`src/rtl/sfr_pkg.sv`:
```
// ----------------------------------------------------------------------------
// sfr_pkg: shared types and constants of the stream find-and-replace block
// Register codes, field widths and the control words passed between the
// window cells, the output burst buffer and the top level.
// ----------------------------------------------------------------------------
`default_nettype none

package sfr_pkg;

  localparam int unsigned ByteW             = 8;
  localparam int unsigned LenW              = 4;
  localparam int unsigned WordW             = 64;
  localparam int unsigned CfgIdxW           = 2;
  localparam int unsigned MaxPatternDefault = 8;
  localparam int unsigned ReplMax           = 8;
  localparam int unsigned BurstDepth        = 8;
  localparam int unsigned BurstCntW         = 4;

  typedef enum logic [CfgIdxW-1:0] {
    CfgPatLen    = 2'd0,
    CfgPatBytes  = 2'd1,
    CfgReplLen   = 2'd2,
    CfgReplBytes = 2'd3
  } cfg_reg_e;

  typedef struct packed {
    logic load;
    logic shift;
  } cell_ctrl_t;

  typedef struct packed {
    logic                                valid;
    logic [BurstCntW-1:0]                n;
    logic                                last;
    logic                                empty;
    logic [BurstDepth-1:0][ByteW-1:0]    bytes;
  } burst_load_t;

endpackage

`default_nettype wire

```
`src/rtl/sfr_cell.sv`:
```
// ----------------------------------------------------------------------------
// sfr_cell: one window cell
// Holds one pending byte, takes the incoming byte when it is the write slot,
// compares against its pattern byte and shifts toward the oldest end.
// ----------------------------------------------------------------------------
`default_nettype none

module sfr_cell (
  input  logic                         clk_i,
  input  sfr_pkg::cell_ctrl_t          ctrl_i,
  input  logic                         sel_i,
  input  logic [sfr_pkg::ByteW-1:0]    in_byte_i,
  input  logic [sfr_pkg::ByteW-1:0]    right_i,
  input  logic [sfr_pkg::ByteW-1:0]    pat_byte_i,
  output logic [sfr_pkg::ByteW-1:0]    cur_o,
  output logic                         eq_o
);
  import sfr_pkg::*;

  logic [ByteW-1:0] byte_q, byte_d;

  assign cur_o = (ctrl_i.load && sel_i) ? in_byte_i : byte_q;
  assign eq_o  = (cur_o == pat_byte_i);

  always_comb begin
    byte_d = byte_q;
    if (ctrl_i.load) begin
      byte_d = ctrl_i.shift ? right_i : cur_o;
    end
  end

  always_ff @(posedge clk_i) begin
    byte_q <= byte_d;
  end

endmodule

`default_nettype wire

```
`src/rtl/sfr_burst.sv`:
```
// ----------------------------------------------------------------------------
// sfr_burst: output burst buffer and output register
// Holds the words produced by one input word and hands them out one per
// cycle, while the output is not stalled, through a registered output stage.
// ----------------------------------------------------------------------------
`default_nettype none

module sfr_burst (
  input  logic                         clk_i,
  input  logic                         rst_ni,
  input  sfr_pkg::burst_load_t         ld_i,
  output logic                         ready_o,
  output logic                         out_valid_o,
  input  logic                         out_ready_i,
  output logic [sfr_pkg::ByteW-1:0]    out_byte_o,
  output logic                         has_byte_o,
  output logic                         out_last_o
);
  import sfr_pkg::*;

  logic [BurstCntW-1:0]             cnt_q, cnt_d;
  logic [BurstDepth-1:0][ByteW-1:0] data_q, data_d;
  logic                             last_q, last_d;
  logic                             empty_q, empty_d;
  logic                             ovalid_q, ovalid_d;
  logic [ByteW-1:0]                 obyte_q, obyte_d;
  logic                             ohas_q, ohas_d;
  logic                             olast_q, olast_d;
  logic                             out_free;
  logic                             move;

  assign out_free = !ovalid_q || out_ready_i;
  assign move     = (cnt_q != '0) && out_free;
  assign ready_o  = (cnt_q == '0) || ((cnt_q == BurstCntW'(1)) && out_free);

  always_comb begin
    cnt_d   = cnt_q;
    data_d  = data_q;
    last_d  = last_q;
    empty_d = empty_q;
    if (move) begin
      cnt_d = cnt_q - BurstCntW'(1);
      for (int j = 0; j < BurstDepth - 1; j++) begin
        data_d[j] = data_q[j+1];
      end
      data_d[BurstDepth-1] = '0;
    end
    if (ld_i.valid) begin
      cnt_d   = ld_i.n;
      data_d  = ld_i.bytes;
      last_d  = ld_i.last;
      empty_d = ld_i.empty;
    end
  end

  always_comb begin
    ovalid_d = ovalid_q;
    obyte_d  = obyte_q;
    ohas_d   = ohas_q;
    olast_d  = olast_q;
    if (move) begin
      ovalid_d = 1'b1;
      obyte_d  = data_q[0];
      ohas_d   = !empty_q;
      olast_d  = last_q && (cnt_q == BurstCntW'(1));
    end else if (out_ready_i) begin
      ovalid_d = 1'b0;
    end
  end

  always_ff @(posedge clk_i or negedge rst_ni) begin
    if (!rst_ni) begin
      cnt_q    <= '0;
      ovalid_q <= 1'b0;
    end else begin
      cnt_q    <= cnt_d;
      ovalid_q <= ovalid_d;
    end
  end

  always_ff @(posedge clk_i) begin
    data_q  <= data_d;
    last_q  <= last_d;
    empty_q <= empty_d;
    obyte_q <= obyte_d;
    ohas_q  <= ohas_d;
    olast_q <= olast_d;
  end

  assign out_valid_o = ovalid_q;
  assign out_byte_o  = obyte_q;
  assign has_byte_o  = ohas_q;
  assign out_last_o  = olast_q;

endmodule

`default_nettype wire

```
`src/rtl/stream_find_and_replace_top.sv`:
```
// ----------------------------------------------------------------------------
// stream_find_and_replace_top: streaming find and replace over a byte stream
// Input words carry one text byte and an end mark. Output words carry a byte,
// a byte-present flag and an end mark. Every leftmost, non-overlapping copy
// of the pattern (1 to MaxPattern bytes) is replaced by the replacement text
// (0 to 8 bytes); scanning resumes after the inserted text.
// The cfg channel writes pattern length, pattern bytes, replacement length
// and replacement bytes; cfg_ready_o is always high. Writing the pattern
// length drops any pending bytes. Write registers only while idle.
// An input word's output words pass from the burst buffer, which loads at
// the accepting edge, to the registered output stage when it is free.
// Throughput: one input word per cycle while each word yields at most one
// output word and the output is not stalled; a word that yields more output
// words holds the input while the single output port drains the burst buffer.
// The end mark flushes the window; if that word yields nothing else, one
// empty word with has_byte_o low carries out_last_o.
// Reset clears the window and the burst buffer and restores the register
// defaults. When out_ready_i is low the output word holds and the input
// stalls while any word waits in the burst buffer behind it.
// ----------------------------------------------------------------------------
`default_nettype none

module stream_find_and_replace_top #(
  parameter int unsigned MaxPattern = sfr_pkg::MaxPatternDefault
) (
  input  logic                           clk_i,
  input  logic                           rst_ni,
  input  logic                           in_valid_i,
  output logic                           in_ready_o,
  input  logic [sfr_pkg::ByteW-1:0]      in_byte_i,
  input  logic                           in_last_i,
  output logic                           out_valid_o,
  input  logic                           out_ready_i,
  output logic [sfr_pkg::ByteW-1:0]      out_byte_o,
  output logic                           has_byte_o,
  output logic                           out_last_o,
  input  logic                           cfg_valid_i,
  output logic                           cfg_ready_o,
  input  logic [sfr_pkg::CfgIdxW-1:0]    cfg_index_i,
  input  logic [sfr_pkg::WordW-1:0]      cfg_data_i
);
  import sfr_pkg::*;

  localparam int unsigned CntW = $clog2(MaxPattern + 1);

  logic [LenW-1:0]  plen_q, plen_d;
  logic [WordW-1:0] pat_q, pat_d;
  logic [LenW-1:0]  rlen_q, rlen_d;
  logic [WordW-1:0] repl_q, repl_d;
  logic [CntW-1:0]  wc_q, wc_d;

  logic                             accept;
  logic                             cfg_we;
  cfg_reg_e                         cfg_sel;
  logic [CntW-1:0]                  plen_eff;
  logic [LenW-1:0]                  rlen_eff;
  logic [CntW-1:0]                  wc1;
  logic                             full;
  logic                             match;
  logic [MaxPattern-1:0]            eq;
  logic [MaxPattern-1:0]            eq_ok;
  logic [MaxPattern-1:0][ByteW-1:0] cur;
  logic [BurstDepth-1:0][ByteW-1:0] win_bytes;
  logic [BurstDepth-1:0][ByteW-1:0] repl_bytes;
  cell_ctrl_t                       cell_ctrl;
  burst_load_t                      ld;

  assign cfg_ready_o = 1'b1;
  assign cfg_we      = cfg_valid_i;
  assign cfg_sel     = cfg_reg_e'(cfg_index_i);
  assign accept      = in_valid_i && in_ready_o;

  always_comb begin
    if (plen_q == '0) begin
      plen_eff = CntW'(1);
    end else if (plen_q > LenW'(MaxPattern)) begin
      plen_eff = CntW'(MaxPattern);
    end else begin
      plen_eff = plen_q[CntW-1:0];
    end
    rlen_eff = (rlen_q > LenW'(ReplMax)) ? LenW'(ReplMax) : rlen_q;
  end

  assign wc1  = wc_q + CntW'(1);
  assign full = (wc1 >= plen_eff);

  assign cell_ctrl.load  = accept;
  assign cell_ctrl.shift = full && !match;

  for (genvar i = 0; i < MaxPattern; i++) begin : g_cell
    logic [ByteW-1:0] right;
    if (i == MaxPattern - 1) begin : g_end
      assign right = '0;
    end else begin : g_mid
      assign right = cur[i+1];
    end
    sfr_cell u_cell (
      .clk_i      (clk_i),
      .ctrl_i     (cell_ctrl),
      .sel_i      (wc_q == CntW'(i)),
      .in_byte_i  (in_byte_i),
      .right_i    (right),
      .pat_byte_i (pat_q[ByteW*i +: ByteW]),
      .cur_o      (cur[i]),
      .eq_o       (eq[i])
    );
    assign eq_ok[i] = eq[i] || (CntW'(i) >= plen_eff);
  end

  assign match = &eq_ok;

  for (genvar j = 0; j < BurstDepth; j++) begin : g_emit
    if (j < MaxPattern) begin : g_win
      assign win_bytes[j] = cur[j];
    end else begin : g_pad
      assign win_bytes[j] = '0;
    end
    assign repl_bytes[j] = repl_q[ByteW*j +: ByteW];
  end

  always_comb begin
    ld.valid = accept;
    ld.last  = in_last_i;
    ld.empty = 1'b0;
    ld.bytes = win_bytes;
    ld.n     = '0;
    if (full && match) begin
      ld.bytes = repl_bytes;
      ld.n     = BurstCntW'(rlen_eff);
    end else if (full && !in_last_i) begin
      ld.n = BurstCntW'(1);
    end else if (in_last_i) begin
      ld.n = BurstCntW'(wc1);
    end
    if (in_last_i && (ld.n == '0)) begin
      ld.bytes = '0;
      ld.empty = 1'b1;
      ld.n     = BurstCntW'(1);
    end
  end

  always_comb begin
    wc_d = wc_q;
    if (accept) begin
      if (in_last_i || (full && match)) begin
        wc_d = '0;
      end else if (full) begin
        wc_d = wc_q;
      end else begin
        wc_d = wc1;
      end
    end
    plen_d = plen_q;
    pat_d  = pat_q;
    rlen_d = rlen_q;
    repl_d = repl_q;
    if (cfg_we) begin
      unique case (cfg_sel)
        CfgPatLen: begin
          plen_d = cfg_data_i[LenW-1:0];
          wc_d   = '0;
        end
        CfgPatBytes:  pat_d  = cfg_data_i;
        CfgReplLen:   rlen_d = cfg_data_i[LenW-1:0];
        CfgReplBytes: repl_d = cfg_data_i;
        default:      ;
      endcase
    end
  end

  always_ff @(posedge clk_i or negedge rst_ni) begin
    if (!rst_ni) begin
      plen_q <= LenW'(1);
      pat_q  <= '0;
      rlen_q <= '0;
      repl_q <= '0;
      wc_q   <= '0;
    end else begin
      plen_q <= plen_d;
      pat_q  <= pat_d;
      rlen_q <= rlen_d;
      repl_q <= repl_d;
      wc_q   <= wc_d;
    end
  end

  sfr_burst u_burst (
    .clk_i       (clk_i),
    .rst_ni      (rst_ni),
    .ld_i        (ld),
    .ready_o     (in_ready_o),
    .out_valid_o (out_valid_o),
    .out_ready_i (out_ready_i),
    .out_byte_o  (out_byte_o),
    .has_byte_o  (has_byte_o),
    .out_last_o  (out_last_o)
  );

`ifndef ASSERT_OFF
  a_wc_below_plen: assert property (@(posedge clk_i) disable iff (!rst_ni)
    wc_q < plen_eff)
    else $error("pending byte count reached pattern length");

  a_empty_is_last: assert property (@(posedge clk_i) disable iff (!rst_ni)
    (out_valid_o && !has_byte_o) |-> out_last_o)
    else $error("empty word without end mark");

  a_last_flushes: assert property (@(posedge clk_i) disable iff (!rst_ni)
    (in_valid_i && in_ready_o && in_last_i) |=> (wc_q == '0))
    else $error("window not flushed after end mark");
`endif

endmodule

`default_nettype wire

```
`config.mk`:
```
export PLATFORM = sky130hd
export DESIGN_NAME = stream_find_and_replace_top
export DESIGN_NICKNAME = d
export VERILOG_FILES = /design/src/rtl/sfr_pkg.sv /design/src/rtl/sfr_cell.sv /design/src/rtl/sfr_burst.sv /design/src/rtl/stream_find_and_replace_top.sv
export SDC_FILE = /design/constraint.sdc
export NUM_CORES = 1
export LEC_CHECK = 0
export BUFFER_PORTS_ARGS = -buffer_cell sky130_fd_sc_hd__clkbuf_2
export CAP_MARGIN = 10
export CELL_PAD_IN_SITES_DETAIL_PLACEMENT = 1
export CELL_PAD_IN_SITES_GLOBAL_PLACEMENT = 1
export CORE_ASPECT_RATIO = 1.25
export CORE_MARGIN = 2
export CORE_UTILIZATION = 23
export CTS_CLUSTER_SIZE = 10
export DETAILED_ROUTE_END_ITERATION = 16
export PLACE_DENSITY_LB_ADDON = 0.1
export SLEW_MARGIN = 0
export SYNTH_ARGS = -nofsm -noshare
export SYNTH_HDL_FRONTEND = slang
export SYNTH_SLANG_ARGS = --single-unit
```
`constraint.sdc`:
```
create_clock -name clk_i -period 5.78 [get_ports clk_i]
set_input_delay 0.289 -clock clk_i [delete_from_list [all_inputs] [get_ports clk_i]]
set_output_delay 0.289 -clock clk_i [all_outputs]
set_load 0.05 [all_outputs]
```
==> flow_summary.ini <==
[detailed_routing]
drc = 0
vias_per_cell = 4.81
ant_nets = 0
drtPass1Iterations = 5
via_count = 11001
drt_iter0_markers = 597
wire_per_inst_um = 25.4
wirelength_mm = 58.1

[cells_and_area]
nFillCells = 7043
drive_above_1_share = 0.242
most-common-layout-cells = dfrtp_1 (144), edfxtp_1 (140), mux2_2 (136)
nets = 1502
synthToLayoutAreaGrowth_pct = 21.8
final_common_cell = dfrtp_1
final_area_mm2 = 0.0181
antennaDiodeCount = 0
instances_no_fill = 2288

[sta]
clock_skew_ns = 0.0242
worst_pin_slew_ns = 1.12
slew_viol_final = 0
hold-worst-slack_ns = 0.0319
rsz0062_at_grt = no
hold_viol_final = 0
fmax_mhz = 195
setup_viol = 0
period_needed_ns = 5.14
tns_ns = 0
fin_crit_sh = 0.889
slew_headroom = 0.255

[pwr]
power.leakage_nw = 7.03
powerDensity_mw_per_mm2 = 476
swShare = 0.361
clockPowerShare = 0.265
vdd_drop_max_mv = 0.189
p_seq_frac = 0.409
p_sw_w = 0.00311
comb_power_share = 0.326
internal-power_w = 0.00550

[setup_path]
crit_buf_inv = 3
critical_path.max_fanout = 15
reg2reg_from = u_burst.cnt_q[0]
r2r-end = g_cell[5].u_cell.byte_q[6]
cp-end-kind = register
arrival_ns = 5.45
reg2regPathDepth = 13
critPathTopFamily = compound AO/OA/AOI/OAI gates
slowest_stage = a2111oi_1
worstSetupPathType = reg2reg
critPathRequiredTime_ns = 6.09
crit_chain = inv_1 > ha_1 > nor3b_2 > nor3_2 > nand2_1 > mux2i_1 > a2111oi_1 > o22ai_1 > o41ai_4 > buf_4 > buf_4 > nand2_1 > a22o_1
start_kind = register
cpPeakStageDelay_ns = 0.76
r2r_slack_ns = 0.64

[clock_tree]
post-cts-setup-buffers = 0
cts_hold_buf = 57
cts_resized = 0
numCtsBuffers = 37
cts_buffer_depth = 3
clock_latency_ns = 0.56
htree_levels = 2
cts-root-buf = clkbuf_16
path_clk_slew_ns = 0.06
tritoncts = yes
cts_sinks = 285

[global_routing]
grt_pass1_vias = 11849
overflow = 0
grt_max_degree = 74
antenna_found_initial = 0
globalRouteTotalUtil = 0.175
grt_pass1_wl_mm = 84.7

[floorplanning]
fp.dieW_um = 231
rows = 104
core-area_mm2 = 0.0642
ios = 93
die_h_um = 288
dieArea_mm2 = 0.0667
start_util = 0.232

[synth]
ys_seq_elements = 285
synth-seq-area-share = 0.527
synth_nets = 1363
yosysTopAreaCell = edfxtp_1
synth_top_area_share = 0.283
async_flop_share = 0.509
ys_dominant_reg_cell = dfrtp_1
netlist_top_cells_area = edfxtp_1 (28%), dfrtp_1 (24%), mux2_2 (10%), a221o_1 (4.4%), mux2i_1 (3.8%)
synth_area_per_cell_um2 = 11.7
syn_area_mm2 = 0.0149
syn_inst = 1272
ys_warn_count = 0
synth_cell_types = 74
synth_edf_count = 140

[placed_design]
dpl.cell_count = 2163
port_buffers = 91
postPlaceCellArea_mm2 = 0.0164
gp_congestion = 0.796
dpl.hpwl_mm = 41.7

[min_path]
whs_path_depth = 2
min_to = repl_bytes[61]
min_path_type = in2reg
worstHoldStart = cfg_data_i[61]

[outcome]
outcome = finished, final reports clean

[run]
cap_violations = 0
-- power by group through the flow --
stage	logic (W)	clock network, W	registers, W
final	0.00281	0.00228	0.00352
after global routing	0.00308	0.00244	0.00358
after CTS	0.00286	0.00237	0.00355
after detailed placement	0.00282	0	0.00358
after global placement	0.00278	0	0.00358
after floorplan	0.00191	0	0.00336
-- registers in the layout, indices dropped and copies added, names as in the netlist --
register	count
u_burst.out_byte_o	8
u_burst.out_last_o	1
u_burst.out_valid_o	1
u_burst.last_q	1
wc_q	4
u_burst.cnt_q	4
u_burst.empty_q	1
pat_q	64
plen_q	4
repl_bytes	64
rlen_q	4
g_cell.u_cell.byte_q	64
u_burst.data_q	64
u_burst.has_byte_o	1
-- metrics by stage --
stage | worst slack [ns] | power (W) | util
floorplan | 1.32 | 0.00527 | -
global placement | 0.628 | 0.00636 | 0.255
detailed placement | 0.606 | 0.00640 | 0.255
CTS | 0.588 | 0.00877 | 0.282
global route | 0.299 | 0.00911 | 0.282
finish | 0.642 | 0.00861 | 0.282
-- synth_stat cells (11+ instances only) --
cell      instances
a21oi_1          69
a221o_1          66
a22o_1           16
buf_2            13
clkbuf_1         62
dfrtp_1         144
edfxtp_1        140
ha_1             11
inv_1            24
mux2_2          136
mux2i_1          56
nand2_1          69
nand3_1          29
nand4_1          14
nor2_1           79
nor3_1           66
nor4_1           12
o21ai_0          15
o21ai_1          12
or2_2            11
xnor2_1          57
xor2_1           27
-- layer usage --
layer,track usage,vias to the layer above,routed length [um]
li1,-,5086,-
met1,0.212,5622,24600
met2,0.317,209,29900
met3,0.0224,84,1610
met4,0.0632,0,2010
met5,0,-,0
-- logic make-up (layout without fill, tap and decap cells) --
| group | Yosys count | after routing | share of synthesized area |
|---|---|---|---|
| other | 1 | 1 | 0.000252 |
| muxes | 192 | 192 | 0.141 |
| AOI/OAI and AO/OA | 250 | 250 | 0.127 |
| DFF | 285 | 285 | 0.527 |
| and+or+nand+nor | 337 | 337 | 0.115 |
| adders and majority gates | 11 | 11 | 0.00926 |
| xor gates and xnor gates | 84 | 84 | 0.0495 |
| buffers and inverters | 112 | 280 | 0.0319 |
-- cell type report --
cell class,instances,area [um2],share of cell area
multi-input combinational,875,6600,0.364
tap,848,1060,0.0586
sequential,285,7830,0.433
inverter,26,97.6,0.00539
clock inverter,5,28.8,0.00159
clock buffer,63,1150,0.0633
timing repair buffer,186,1340,0.0741
-- worst max path at each step --
| stage | slack (ns) | end | from | cells after the start |
|---|---|---|---|---|
| floorplan | 1.32 | u_burst.data_q[0] | u_burst.out_valid_o | 7 |
| global placement | 0.63 | g_cell[5].u_cell.byte_q[6] | u_burst.cnt_q[0] | 13 |
| detailed placement | 0.61 | g_cell[5].u_cell.byte_q[6] | u_burst.cnt_q[0] | 15 |
| CTS | 0.59 | g_cell[5].u_cell.byte_q[6] | u_burst.cnt_q[0] | 15 |
| global route | 0.30 | g_cell[5].u_cell.byte_q[6] | u_burst.cnt_q[0] | 13 |
| finish | 0.64 | g_cell[5].u_cell.byte_q[6] | u_burst.cnt_q[0] | 13 |
(Power assumes the default switching activity.)
